`src/sv/assert_macros.svh`:
```
// Assertion helpers shared by the RTL.
// SPT_ASSERT checks that a property holds on every rising clock edge out of reset.
// SPT_ASSERT_NEVER checks that a condition is never seen on a rising clock edge.
`ifndef ASSERT_MACROS_SVH
`define ASSERT_MACROS_SVH
`ifndef SYNTH
`define SPT_ASSERT(name, clk, rstn, prop, msg) \
  name: assert property (@(posedge clk) disable iff (!(rstn)) (prop)) else $error(msg);
`define SPT_ASSERT_NEVER(name, clk, rstn, cond, msg) \
  name: assert property (@(posedge clk) disable iff (!(rstn)) !(cond)) else $error(msg);
`else
`define SPT_ASSERT(name, clk, rstn, prop, msg)
`define SPT_ASSERT_NEVER(name, clk, rstn, cond, msg)
`endif
`endif

```
`src/sv/spt_pkg.sv`:
```
package spt_pkg;

  // Operation codes of an input word.
  typedef enum logic [2:0] {
    FUNC_ADD     = 3'd0,
    FUNC_REMOVE  = 3'd1,
    FUNC_TEST    = 3'd2,
    FUNC_REMALL  = 3'd3,
    FUNC_PRESENT = 3'd4,
    FUNC_COUNT   = 3'd5,
    FUNC_LIST    = 3'd6
  } func_e;

  typedef enum logic [2:0] {
    ST_IDLE,
    ST_CHECK,
    ST_WRITE,
    ST_DONE
  } state_e;

  localparam int unsigned HANDLE_W = 16;
  localparam int unsigned CNT_W    = 6;
  localparam logic [CNT_W-1:0] CNT_MAX  = 6'd63;
  localparam logic [CNT_W-1:0] MAX_LIST = 6'd32;

  typedef struct packed {
    logic [2:0]          func;
    logic [HANDLE_W-1:0] object_a;
    logic [HANDLE_W-1:0] object_b;
    logic [CNT_W-1:0]    max_count;
  } in_t;

  typedef struct packed {
    logic                status;
    logic                found;
    logic [CNT_W-1:0]    partner_total;
    logic [HANDLE_W-1:0] partner;
    logic                partner_valid;
    logic                last;
  } out_t;

  // Flags from the slot comparator.
  typedef struct packed {
    logic pair_hit;
    logic obj_hit;
  } match_t;

endpackage

```
`src/sv/symmetric_pair_table.sv`:
```
// Table of unordered object pairs, each pair held once in one slot.
// An input word carries an operation (add, remove, test pair, remove all
// pairs of an object, object present, partner count, list partners) and
// the handles it concerns. A result word answers it, and a list gives one
// result word per partner, at most max_count and MAX_LIST, in slot order,
// with last set on the final one. Both channels use valid and ready. The
// block takes one word when idle, then sweeps all PAIR_SLOTS slots through
// a single comparator, one slot per cycle while no list partner waits for
// the result register, reading the handle memory at the next slot while it
// checks the present one. After the sweep an add with no duplicate and a
// free slot writes the table, and an edit or query loads its result word
// once the result register is free; then the next word can be taken. A
// list sweeps twice (count, then emit), skips the emit sweep when it has
// no partner to send, and ends the emit sweep with its final partner. The
// result register lets a new word in while the previous result waits to
// be taken; while it is held, a list sweep halts on the next partner to be
// sent. Reset empties the table at once through the per-slot used flags;
// the handle memory itself is not cleared.
module symmetric_pair_table #(
  parameter int unsigned PAIR_SLOTS  = 32,
  parameter int unsigned OBJECT_BITS = 16
) (
  input  logic          clk_i,
  input  logic          rst_ni,
  input  logic          in_valid_i,
  output logic          in_ready_o,
  input  spt_pkg::in_t  in_i,
  output logic          out_valid_o,
  input  logic          out_ready_i,
  output spt_pkg::out_t out_o
);

`include "assert_macros.svh"

  localparam int unsigned IdxW = $clog2(PAIR_SLOTS);
  localparam int unsigned CntW = spt_pkg::CNT_W;

  spt_pkg::state_e state_q, state_d;

  // Latched request.
  logic [2:0]             func_q, func_d;
  logic [OBJECT_BITS-1:0] a_q, a_d, b_q, b_d;
  logic [CntW-1:0]        maxc_q, maxc_d;

  // Sweep state.
  logic [IdxW-1:0]        idx_q, idx_d;
  logic                   pass_q, pass_d;
  logic [CntW-1:0]        cnt_q, cnt_d;
  logic [CntW-1:0]        n_q, n_d;
  logic [CntW-1:0]        k_q, k_d;
  logic                   found_q, found_d;
  logic                   dup_q, dup_d;
  logic                   free_ok_q, free_ok_d;
  logic [IdxW-1:0]        free_idx_q, free_idx_d;
  logic [PAIR_SLOTS-1:0]  used_q, used_d;

  // Result register.
  logic                   out_valid_q, out_valid_d;
  spt_pkg::out_t          out_q, out_d;

  // Handle memory and comparator.
  logic                       ram_we;
  logic [2*OBJECT_BITS-1:0]   ram_rdata;
  logic [OBJECT_BITS-1:0]     slot_first, slot_second, other;
  spt_pkg::match_t            match;

  spt_ram #(
    .WIDTH (2 * OBJECT_BITS),
    .DEPTH (PAIR_SLOTS)
  ) u_ram (
    .clk_i   (clk_i),
    .we_i    (ram_we),
    .waddr_i (free_idx_q),
    .wdata_i ({a_q, b_q}),
    .raddr_i (idx_d),
    .rdata_o (ram_rdata)
  );

  assign slot_first  = ram_rdata[2*OBJECT_BITS-1:OBJECT_BITS];
  assign slot_second = ram_rdata[OBJECT_BITS-1:0];

  spt_match #(
    .OBJECT_BITS (OBJECT_BITS)
  ) u_match (
    .first_i  (slot_first),
    .second_i (slot_second),
    .obj_a_i  (a_q),
    .obj_b_i  (b_q),
    .match_o  (match),
    .other_o  (other)
  );

  // Per-slot view of the sweep. During a sweep the memory output holds the
  // slot at idx_q, because its read address is the next index.
  logic            slot_used, pair_hit, obj_hit, at_end, out_free;
  logic            emit_hit, emit_stall, emit_last, sweep_step;
  logic            dup_next, free_ok_next, is_list, counts;
  logic [CntW-1:0] cnt_next, list_lim, n_calc;

  assign slot_used    = used_q[idx_q];
  assign pair_hit     = slot_used & match.pair_hit;
  assign obj_hit      = slot_used & match.obj_hit;
  assign at_end       = (idx_q == IdxW'(PAIR_SLOTS - 1));
  assign out_free     = ~out_valid_q | out_ready_i;
  assign is_list      = (func_q == spt_pkg::FUNC_LIST);
  assign counts       = (func_q == spt_pkg::FUNC_PRESENT) || (func_q == spt_pkg::FUNC_COUNT)
                        || is_list;
  assign emit_hit     = (state_q == spt_pkg::ST_CHECK) & pass_q & obj_hit;
  assign emit_stall   = emit_hit & ~out_free;
  assign emit_last    = ((k_q + CntW'(1)) == n_q);
  assign sweep_step   = (state_q == spt_pkg::ST_CHECK) & ~emit_stall;
  assign dup_next     = dup_q | pair_hit;
  assign free_ok_next = free_ok_q | ~slot_used;
  assign cnt_next     = (obj_hit && cnt_q != spt_pkg::CNT_MAX) ? cnt_q + CntW'(1) : cnt_q;
  assign list_lim     = (maxc_q < spt_pkg::MAX_LIST) ? maxc_q : spt_pkg::MAX_LIST;
  assign n_calc       = (cnt_next < list_lim) ? cnt_next : list_lim;

  // Next state.
  always_comb begin
    state_d = state_q;
    case (state_q)
      spt_pkg::ST_IDLE: begin
        if (in_valid_i) begin
          state_d = spt_pkg::ST_CHECK;
        end
      end
      spt_pkg::ST_CHECK: begin
        if (emit_hit && !emit_stall && emit_last) begin
          state_d = spt_pkg::ST_IDLE;
        end else if (!emit_stall && at_end) begin
          if (is_list && !pass_q) begin
            state_d = (n_calc == '0) ? spt_pkg::ST_DONE : spt_pkg::ST_CHECK;
          end else if (is_list) begin
            state_d = spt_pkg::ST_IDLE;
          end else if (func_q == spt_pkg::FUNC_ADD && !dup_next && free_ok_next) begin
            state_d = spt_pkg::ST_WRITE;
          end else begin
            state_d = spt_pkg::ST_DONE;
          end
        end
      end
      spt_pkg::ST_WRITE: begin
        state_d = spt_pkg::ST_DONE;
      end
      spt_pkg::ST_DONE: begin
        if (out_free) begin
          state_d = spt_pkg::ST_IDLE;
        end
      end
      default: begin
        state_d = spt_pkg::ST_IDLE;
      end
    endcase
  end

  // Datapath and outputs.
  always_comb begin
    func_d      = func_q;
    a_d         = a_q;
    b_d         = b_q;
    maxc_d      = maxc_q;
    idx_d       = idx_q;
    pass_d      = pass_q;
    cnt_d       = cnt_q;
    n_d         = n_q;
    k_d         = k_q;
    found_d     = found_q;
    dup_d       = dup_q;
    free_ok_d   = free_ok_q;
    free_idx_d  = free_idx_q;
    used_d      = used_q;
    ram_we      = 1'b0;
    out_valid_d = out_valid_q & ~out_ready_i;
    out_d       = out_q;
    in_ready_o  = 1'b0;

    case (state_q)
      spt_pkg::ST_IDLE: begin
        in_ready_o = 1'b1;
        idx_d      = '0;
        if (in_valid_i) begin
          func_d    = in_i.func;
          a_d       = OBJECT_BITS'(in_i.object_a);
          b_d       = OBJECT_BITS'(in_i.object_b);
          maxc_d    = in_i.max_count;
          pass_d    = 1'b0;
          cnt_d     = '0;
          k_d       = '0;
          found_d   = 1'b0;
          dup_d     = 1'b0;
          free_ok_d = 1'b0;
        end
      end
      spt_pkg::ST_CHECK: begin
        if (sweep_step) begin
          idx_d   = at_end ? '0 : idx_q + IdxW'(1);
          found_d = found_q | pair_hit;
          dup_d   = dup_next;
          if (!free_ok_q && !slot_used) begin
            free_ok_d  = 1'b1;
            free_idx_d = idx_q;
          end
          if (counts && !pass_q) begin
            cnt_d = cnt_next;
          end
          if (func_q == spt_pkg::FUNC_REMOVE && pair_hit) begin
            used_d[idx_q] = 1'b0;
          end
          if (func_q == spt_pkg::FUNC_REMALL && obj_hit) begin
            used_d[idx_q] = 1'b0;
          end
          if (is_list && !pass_q && at_end) begin
            pass_d = 1'b1;
            n_d    = n_calc;
            k_d    = '0;
          end
          if (emit_hit) begin
            out_valid_d         = 1'b1;
            out_d.status        = 1'b0;
            out_d.found         = 1'b0;
            out_d.partner_total = n_q;
            out_d.partner       = spt_pkg::HANDLE_W'(other);
            out_d.partner_valid = 1'b1;
            out_d.last          = emit_last;
            k_d                 = k_q + CntW'(1);
          end
        end
      end
      spt_pkg::ST_WRITE: begin
        ram_we             = 1'b1;
        used_d[free_idx_q] = 1'b1;
      end
      spt_pkg::ST_DONE: begin
        if (out_free) begin
          out_valid_d         = 1'b1;
          out_d               = '0;
          out_d.last          = 1'b1;
          out_d.status        = (func_q == spt_pkg::FUNC_ADD) & ~dup_q & ~free_ok_q;
          out_d.found         = ((func_q == spt_pkg::FUNC_TEST) & found_q)
                                | ((func_q == spt_pkg::FUNC_PRESENT) & (cnt_q != '0));
          out_d.partner_total = (func_q == spt_pkg::FUNC_COUNT) ? cnt_q : '0;
        end
      end
      default: begin
        in_ready_o = 1'b0;
      end
    endcase
  end

  always_ff @(posedge clk_i or negedge rst_ni) begin
    if (!rst_ni) begin
      state_q     <= spt_pkg::ST_IDLE;
      idx_q       <= '0;
      pass_q      <= 1'b0;
      k_q         <= '0;
      n_q         <= '0;
      used_q      <= '0;
      out_valid_q <= 1'b0;
    end else begin
      state_q     <= state_d;
      idx_q       <= idx_d;
      pass_q      <= pass_d;
      k_q         <= k_d;
      n_q         <= n_d;
      used_q      <= used_d;
      out_valid_q <= out_valid_d;
    end
  end

  always_ff @(posedge clk_i) begin
    func_q     <= func_d;
    a_q        <= a_d;
    b_q        <= b_d;
    maxc_q     <= maxc_d;
    cnt_q      <= cnt_d;
    found_q    <= found_d;
    dup_q      <= dup_d;
    free_ok_q  <= free_ok_d;
    free_idx_q <= free_idx_d;
    out_q      <= out_d;
  end

  assign out_valid_o = out_valid_q;
  assign out_o       = out_q;

  // At most one slot is taken per cycle.
  `SPT_ASSERT(a_used_grow, clk_i, rst_ni, $countones(used_q) <= $past($countones(used_q)) + 1, "more than one slot taken in a cycle")
  // A table write goes only to a slot that is still free.
  `SPT_ASSERT(a_write_free, clk_i, rst_ni, (state_q == spt_pkg::ST_WRITE) |-> !used_q[free_idx_q], "add overwrites a used slot")
  // The emit sweep never runs past the number of partners announced.
  `SPT_ASSERT(a_list_bound, clk_i, rst_ni, (state_q == spt_pkg::ST_CHECK && pass_q) |-> (k_q < n_q), "list emits more partners than announced")
  // A word just taken is never followed at once by another.
  `SPT_ASSERT_NEVER(a_one_word, clk_i, rst_ni, $past(in_valid_i && in_ready_o) && in_ready_o, "block ready again right after taking a word")

endmodule

```
`src/sv/spt_ram.sv`:
```
module spt_ram #(
  parameter int unsigned WIDTH = 32,
  parameter int unsigned DEPTH = 32
) (
  input  logic                     clk_i,
  input  logic                     we_i,
  input  logic [$clog2(DEPTH)-1:0] waddr_i,
  input  logic [WIDTH-1:0]         wdata_i,
  input  logic [$clog2(DEPTH)-1:0] raddr_i,
  output logic [WIDTH-1:0]         rdata_o
);

  logic [WIDTH-1:0] mem_q [DEPTH];
  logic [WIDTH-1:0] rdata_q;

  always_ff @(posedge clk_i) begin
    if (we_i) begin
      mem_q[waddr_i] <= wdata_i;
    end
    rdata_q <= mem_q[raddr_i];
  end

  assign rdata_o = rdata_q;

endmodule

```
`src/sv/spt_match.sv`:
```
module spt_match #(
  parameter int unsigned OBJECT_BITS = 16
) (
  input  logic [OBJECT_BITS-1:0] first_i,
  input  logic [OBJECT_BITS-1:0] second_i,
  input  logic [OBJECT_BITS-1:0] obj_a_i,
  input  logic [OBJECT_BITS-1:0] obj_b_i,
  output spt_pkg::match_t        match_o,
  output logic [OBJECT_BITS-1:0] other_o
);

  logic first_a, second_a, first_b, second_b;

  assign first_a  = (first_i == obj_a_i);
  assign second_a = (second_i == obj_a_i);
  assign first_b  = (first_i == obj_b_i);
  assign second_b = (second_i == obj_b_i);

  // A pair matches in either order; the object matches at either end.
  assign match_o.pair_hit    = (first_a & second_b) | (first_b & second_a);
  assign match_o.obj_hit     = first_a | second_a;
  assign other_o             = first_a ? second_i : first_i;

endmodule
```
`config.mk`:
```
export PLATFORM = sky130hd
export DESIGN_NAME = symmetric_pair_table
export DESIGN_NICKNAME = d
export VERILOG_FILES = /design/src/sv/spt_pkg.sv /design/src/sv/symmetric_pair_table.sv /design/src/sv/spt_ram.sv /design/src/sv/spt_match.sv
export VERILOG_INCLUDE_DIRS = /design/src /design/src/sv
export SDC_FILE = /design/constraint.sdc
export NUM_CORES = 2
export LEC_CHECK = 0
export BUFFER_PORTS_ARGS = -buffer_cell sky130_fd_sc_hd__buf_2
export CAP_MARGIN = 10
export CORE_AREA = 2 2 312 314
export DETAILED_ROUTE_END_ITERATION = 8
export DIE_AREA = 0 0 314 316
export GPL_ROUTABILITY_DRIVEN = 0
export PLACE_DENSITY = 0.65
export RECOVER_POWER = 25
export SLEW_MARGIN = 20
export SYNTH_ARGS = -nofsm -noshare
export SYNTH_HDL_FRONTEND = slang
export SYNTH_SLANG_ARGS = --single-unit
```
`constraint.sdc`:
```
create_clock -name clk_i -period 11.6 [get_ports clk_i]
set_clock_uncertainty 0.2 [all_clocks]
set_input_delay 1.16 -clock clk_i [delete_from_list [all_inputs] [get_ports clk_i]]
set_output_delay 1.16 -clock clk_i [all_outputs]
set_load 0.05 [all_outputs]
```
Yosys cells after proc, flatten, opt, wreduce, memory -nomap -nowiden
Memories as Yosys holds them, arrays and structs flattened. A register that Yosys moved wholly into a read port is not among the register bits. Cells that the tools add are included.

Multipliers: 0. Shift operators: 0. Mux-type cells: 60. Magnitude comparators: 6. Reductions and logical operators: 39. Add/sub/neg operators: 3. Bitwise operators: 31. Eq/ne operators: 25. Div/mod/pow operators: 0.

Operators with widths (number): $mux W32 (5); $mux W26 (3); $and A32 B32 Y32 (2); $eq A16 B16 Y1 (4); $pmux W32 S2 (1); $mux W6 (10); $pmux W26 S2 (1); $not A32 Y32 (1); $or A32 B32 Y32 (1); $pmux W6 S2 (2); $reduce_and A4 Y1 (5); $mux W1 (18); $mux W16 (1); $logic_and A1 B1 Y1 (14); $and A1 B1 Y1 (13); $add A6 B1 Y6 const B (2); $eq A3 B2 Y1 const B (4); $lt A5 B6 Y1 const B (2); $mux W3 (4); $pmux W3 S4 (1); $reduce_and A3 Y1 (4); $demux W1 S5 (2); $ge A5 B1 Y1 const B (2); $mux W5 (2); other kinds (25) (60).

Register bits after elaboration: 135. Bits of input ports: 45. Memory bits (writable): 1024. Logic and storage cells: 187. Output and inout port bits: 28. Latch bits: 0. Bits in read-only memories: 0. Memories: 1.

Memories: u_ram.mem_q (depth 32, bits a word 32, rd ports 1, clocked after Yosys merged registers in 1, write ports 1, RTL line spt_ram.sv:13) `logic [WIDTH-1:0] mem_q [DEPTH];`.

Longest topological paths before layout
Depth after elaboration: 14. Gate-level depth with buffers: 19.

Hierarchy
From an unflattened synthesis, not the netlist that was laid out.

Cells, all modules: 2890. Area total of the unflattened synthesis: 47650.7 µm².

By module, submodules not included: spt_ram (area each 40492.6 µm², times used 1, cells each 2260); symmetric_pair_table (area each 6251.0 µm², times used 1, cells each 527); spt_match (area each 907.1 µm², times used 1, cells each 103).

Worst setup path before layout
OpenSTA, ideal clock, no wires.

Path type: flip-flop to flip-flop. Start point: reg a_q[12]. End point: reg n_q[5]. Slack: 7.116 ns. Setup time: 0.125 ns. Arrival time: 4.159 ns. Cell stages (with the launch flop): 17. Cell sequence: edfxtp_1 -> xor2_1 -> nor4_1 -> nand4_1 -> a32oi_4 -> and2_1 -> buf_2 -> nand4_1 -> xor2_1 -> inv_1 -> ha_1 -> and4_1 -> a21oi_1 -> nand2_1 -> a31oi_4 -> mux2_1 -> mux2_2.

Elaborated cells between the ends (all ways): 13.

RTL lines: from (decl) (RTL line symmetric_pair_table.sv:42) `logic [OBJECT_BITS-1:0] a_q, a_d, b_q, b_d;`; from (signal assigned) (RTL line symmetric_pair_table.sv:272) `a_q <= a_d;`; $eq A16 B16 Y1 (on tied branches) (RTL line spt_match.sv:14, spt_match.sv:15); $or A1 B1 Y1 (*) (RTL line spt_match.sv:21) `assign match_o.obj_hit = first_a | second_a;`; $and A1 B1 Y1 (*) (RTL line symmetric_pair_table.sv:102) `assign obj_hit = slot_used & match.obj_hit;`; $logic_and A1 B1 Y1 (*) (RTL line symmetric_pair_table.sv:114) `assign cnt_next = (obj_hit && cnt_q != spt_pkg::CNT_MAX) ? cnt_q + CntW'(1) : cnt_q;`; $mux W6 (*) (RTL line symmetric_pair_table.sv:114); net cnt_next[4] (RTL line symmetric_pair_table.sv:98) `logic [CntW-1:0] cnt_next, list_lim, n_calc;`; $lt A6 B6 Y1 (*) (RTL line symmetric_pair_table.sv:116) `assign n_calc = (cnt_next < list_lim) ? cnt_next : list_lim;`; $mux W6 (*) (RTL line symmetric_pair_table.sv:116); to (signal assigned) (RTL line symmetric_pair_table.sv:264) `n_q <= n_d;`; to (decl) (RTL line symmetric_pair_table.sv:49) `logic [CntW-1:0] n_q, n_d;`.

The timed path passes the listed nets; every way through them passes the cells marked *. A chain may end at the register's enable or synchronous reset.

Worst setup path in the final report
Start point: reg a_q[15]. End point: reg u_ram.rdata_q[13], in the netlist u_ram.rdata_o[13] (read register of u_ram.mem_q).

Word-level cells in the longest chain between the ends: 9. Elaborated cells between the ends (all ways): 10.

Ends and longest elaborated chain: $eq A16 B16 Y1 (on tied branches) (RTL line spt_match.sv:14, spt_match.sv:15); $or A1 B1 Y1 (*) (RTL line spt_match.sv:21); $and A1 B1 Y1 (*) (RTL line symmetric_pair_table.sv:102); $and A1 B1 Y1 (*) (RTL line symmetric_pair_table.sv:108) `assign emit_hit = (state_q == spt_pkg::ST_CHECK) & pass_q & obj_hit;`; $and A1 B1 Y1 (*) (RTL line symmetric_pair_table.sv:109) `assign emit_stall = emit_hit & ~out_free;`; $not A1 Y1 (*) (RTL line symmetric_pair_table.sv:111) `assign sweep_step = (state_q == spt_pkg::ST_CHECK) & ~emit_stall;`; $and A1 B1 Y1 (*) (RTL line symmetric_pair_table.sv:111); $mux W5 (*) (RTL line symmetric_pair_table.sv:195) `if (sweep_step) begin`; $pmux W5 S2 (*) (RTL line symmetric_pair_table.sv:177) `case (state_q)`; to (decl) (RTL line spt_ram.sv:14) `logic [WIDTH-1:0] rdata_q;`.

Every way passes the cells marked *; elsewhere a longest branch is shown, timed or not.

==> tab_implementation.tex <==
\begin{tabular}{lr}
\hline
Metric & Value \\
\hline
\multicolumn{2}{l}{\textbf{Setup path}} \\
CP Max Fanout & 148 \\
Cell Chain, Critical Path & clkbuf\_1 > xor2\_1 > nor4\_1 > nand4\_1 > buf\_4 > nand2\_1 > a41oi\_4 > buf\_4 > and2\_4 > buf\_12 > buf\_4 > nand2\_1 > a31oi\_1 > o22ai\_1 > a211oi\_1 \\
Crit-path most repeated cell & sky130\_fd\_sc\_hd\_\_buf\_4 \\
CP Data Arrival Time & 7.93 ns \\
Critical path type & reg -> reg \\
Slowest Stage Delay on Critical Path & 1.43 ns \\
Crit path max-delay cell type & sky130\_fd\_sc\_hd\_\_clkbuf\_1 \\
CP required & 11.93 ns \\
Kind of end point of the critical path & flop \\
Critical Path Start Type & flop \\
\multicolumn{2}{l}{\textbf{Global routing}} \\
Overflow left after global routing & 0 \\
Number of global-route vias before repair & 28800 \\
Overall Global Routing Usage & 0.267 \\
Antenna violations before repair & 3 \\
Wire length of the first global-routing pass & 193 mm \\
Maximum number of pins on one net before global-route repair & 187 \\
\multicolumn{2}{l}{\textbf{Min path}} \\
Tightest Hold Check Type & reg -> reg \\
\multicolumn{2}{l}{\textbf{STA}} \\
Final critical-path required period & 7.60 ns \\
F\_max & 132 MHz \\
Number of pins with negative max-slew slack in the final report & 490 \\
Relative slew slack & -0.345 \\
Setup TNS after final layout & 0 ns \\
Number of setup violations in the final report & 0 \\
Post-route worst hold slack & 0.325 ns \\
Period Utilization, post-route & 0.655 \\
Unrepaired setup endpoints after global routing & no \\
Slew @ Worst Pin & 2.02 ns \\
Final number of hold-violating endpoints & 0 \\
\multicolumn{2}{l}{\textbf{Detailed routing}} \\
Number of remaining DRC errors & 0 \\
Average routed wire per standard cell & 28.9 um \\
Final routed wirelength across all metal layers & 134 mm \\
Starting DRC count in detailed routing & 3721 \\
Drt via density & 6.38 \\
Vias after detailed routing & 29600 \\
Number of nets with antenna violations after detailed routing & 0 \\
Number of iterations in the first detailed-routing pass & 8 \\
\multicolumn{2}{l}{\textbf{Layout}} \\
Commonest non-fill, non-tap cell in the layout & sky130\_fd\_sc\_hd\_\_edfxtp\_1 \\
Fin nets & 3316 \\
Fraction of final layout cells sized beyond drive strength 1 & 0.122 \\
Post-layout instance area & 53300 um2 \\
Post-layout util & 0.555 \\
Leading cell types in the layout, fill and taps excluded & sky130\_fd\_sc\_hd\_\_edfxtp\_1 (1105), sky130\_fd\_sc\_hd\_\_nand2\_1 (438), sky130\_fd\_sc\_hd\_\_a211oi\_1 (198) \\
Synthesis-to-finish area growth & 12.3\% \\
Filler cell count & 7427 \\
\multicolumn{2}{l}{\textbf{Synth}} \\
Top cell type's share of synthesized area & 0.699 \\
Cell area after synthesis & 47500 um2 \\
Number of warnings printed during yosys synthesis & 0 \\
Mean post-synth cell area & 14.8 um2 \\
Most used flip-flop cell after synthesis & sky130\_fd\_sc\_hd\_\_edfxtp\_1 \\
FF+latch count, synth & 1190 \\
Post-synth EDFFs & 1105 \\
Async set-or-reset flop fraction in the synthesized netlist & 0.0445 \\
Net count of the mapped netlist & 3263 \\
Library cell occupying the most area in the post-synthesis netlist & sky130\_fd\_sc\_hd\_\_edfxtp\_1 \\
Netlist cell types & 64 \\
Sequential area share after synthesis & 0.741 \\
Number of instances in the synthesized netlist & 3205 \\
Synth area leaders & sky130\_fd\_sc\_hd\_\_edfxtp\_1 (70\%), sky130\_fd\_sc\_hd\_\_nand2\_1 (3.5\%), sky130\_fd\_sc\_hd\_\_a211oi\_1 (3.1\%) \\
\multicolumn{2}{l}{\textbf{Flow run}} \\
\# Max-Cap Violations & 15 \\
\multicolumn{2}{l}{\textbf{Floorplanning}} \\
FP Rows & 114 \\
Die extent in x & 314 um \\
Top-level port count & 73 \\
Initial core utilization & 0.494 \\
Core ar. & 96000 um2 \\
Die height & 316 um \\
Area of the die & 99200 um2 \\
\multicolumn{2}{l}{\textbf{CTS}} \\
Count of instances resized after the clock tree is built & 0 \\
Clock Path Buffers & 3 \\
Total of hold buffers inserted after clock tree synthesis & 0 \\
Root buffer selected by CTS & sky130\_fd\_sc\_hd\_\_clkbuf\_16 \\
Number of buffers added for setup after CTS & 0 \\
Clock tree from TritonCTS & built \\
Register clock-pin slew on the reported worst setup and hold paths & 0.06 ns \\
Clock sink total & 1190 \\
Number of H-tree branching levels & 3 \\
Clk Latency, worst-skew pair & 0.72 ns \\
CTS Buf Count & 117 \\
\multicolumn{2}{l}{\textbf{Outcome}} \\
Failing checks & capacitance limit, slew limit \\
Run status & finished with violations \\
\multicolumn{2}{l}{\textbf{Power}} \\
Leak & 18.0 nW \\
Power density over the cells & 262 nW/um2 \\
Maximum ir drop on the vdd rail & 366 uV \\
Power after layout & 13.9 mW \\
\multicolumn{2}{l}{\textbf{Place}} \\
Instance area at placement & 49400 um2 \\
\# port buffers & 72 \\
Sum of net half-perimeters after detailed placement & 72.1 mm \\
\hline
\end{tabular}
power by group:
part,internal [mW],switching [mW]
Combinational,1.71,3.40
Sequential,4.78,0.243
Clock,2.20,1.61
Total,8.69,5.25
sequential cells by signal (all words and copies together), names as in the netlist, 5 cells and up:
signal	cells
a_q	16
b_q	16
cnt_q	6
free_idx_q	5
idx_q	5
k_q	6
maxc_q	6
n_q	6
out_o	26
u_ram.mem_q	1024
u_ram.rdata_o	32
used_q	32
worst max-delay path: cells and delay by family, from the launching register on:
| family | cells | cell delay, ns |
|---|---|---|
| AO/OA/AOI/OAI | 4 | 1.76 |
| XOR/XNOR | 1 | 0.22 |
| buffers and inverters | 5 | 3.63 |
| AND/OR/NAND/NOR | 5 | 1.02 |
| flip-flops | 1 | 0.32 |
cells by family after synthesis:
kind of cell             Yosys count  synth area share
XOR/XNOR                          79            0.0146
multiplexers                     149            0.0325
AO/OA/AOI/OAI                    690             0.103
flip-flops                      1190             0.741
buffers and inverters            247            0.0242
AND/OR/NAND/NOR                  837            0.0816
adder cells (fa/ha/maj)           13           0.00343
layout make-up:
| type | count | area (um2) | area share |
|---|---|---|---|
| clock inverters | 59 | 676 | 0.0127 |
| clock buffers | 160 | 3200 | 0.0601 |
| inverters | 26 | 114 | 0.00214 |
| diodes | 1 | 2.50 | 0.0000470 |
| repair buffers | 155 | 1040 | 0.0195 |
| flip-flops and latches | 1190 | 35100 | 0.660 |
| multi-input cells | 1768 | 11500 | 0.216 |
| well taps | 1276 | 1600 | 0.0300 |
metrics by stage:
stage / setup slack, ns / cells
2_1_floorplan: 7.12 / 3205
4_1_cts: 4.77 / 4626
3_3_place_gp: 5.00 / 4404
6_report: 4.00 / 4635
5_1_grt: 3.76 / 4635
3_5_place_dp: 4.77 / 4407
Yosys cell counts, types with 24 or more instances:
cell type,number
sky130_fd_sc_hd__xor2_1,72
sky130_fd_sc_hd__and3_1,170
sky130_fd_sc_hd__nor3_1,39
sky130_fd_sc_hd__dfxtp_1,32
sky130_fd_sc_hd__buf_2,77
sky130_fd_sc_hd__clkbuf_1,114
sky130_fd_sc_hd__o221a_2,32
sky130_fd_sc_hd__a31oi_1,129
sky130_fd_sc_hd__o22ai_1,63
sky130_fd_sc_hd__nor2_1,97
sky130_fd_sc_hd__nand2_1,442
sky130_fd_sc_hd__a211oi_1,198
sky130_fd_sc_hd__a221oi_1,66
sky130_fd_sc_hd__dfrtp_1,53
sky130_fd_sc_hd__a21oi_1,127
sky130_fd_sc_hd__a311oi_1,32
sky130_fd_sc_hd__inv_1,24
sky130_fd_sc_hd__mux2i_1,128
sky130_fd_sc_hd__edfxtp_1,1105
routing by layer:
metal / track usage / vias to the layer above / share of wire
met1: 0.366 / 15000 / 0.39
met5: 0 / - / 0
met2: 0.427 / 1675 / 0.47
li1: - / 12600 / -
met4: 0.0995 / 0 / 0.037
met3: 0.0500 / 301 / 0.10
final timing paths:
kind	start	endpoint	slack, ns	cells past startpoint
max	a_q[15]$_DFFE_PP_	u_ram.rdata_o[13]$_DFF_P_	4.00	15
min	used_q[9]$_DFFE_PN0P_	used_q[9]$_DFFE_PN0P_	0.32	2
max reg2reg	a_q[15]$_DFFE_PP_	u_ram.rdata_o[13]$_DFF_P_	4.00	15
min reg2reg	used_q[9]$_DFFE_PN0P_	used_q[9]$_DFFE_PN0P_	0.32	2
max in group asynchronous	rst_ni	used_q[10]$_DFFE_PN0P_	10.33	2
min in group asynchronous	rst_ni	n_q[5]$_DFFE_PN0P_	0.40	2
(Power assumes the default switching activity.)
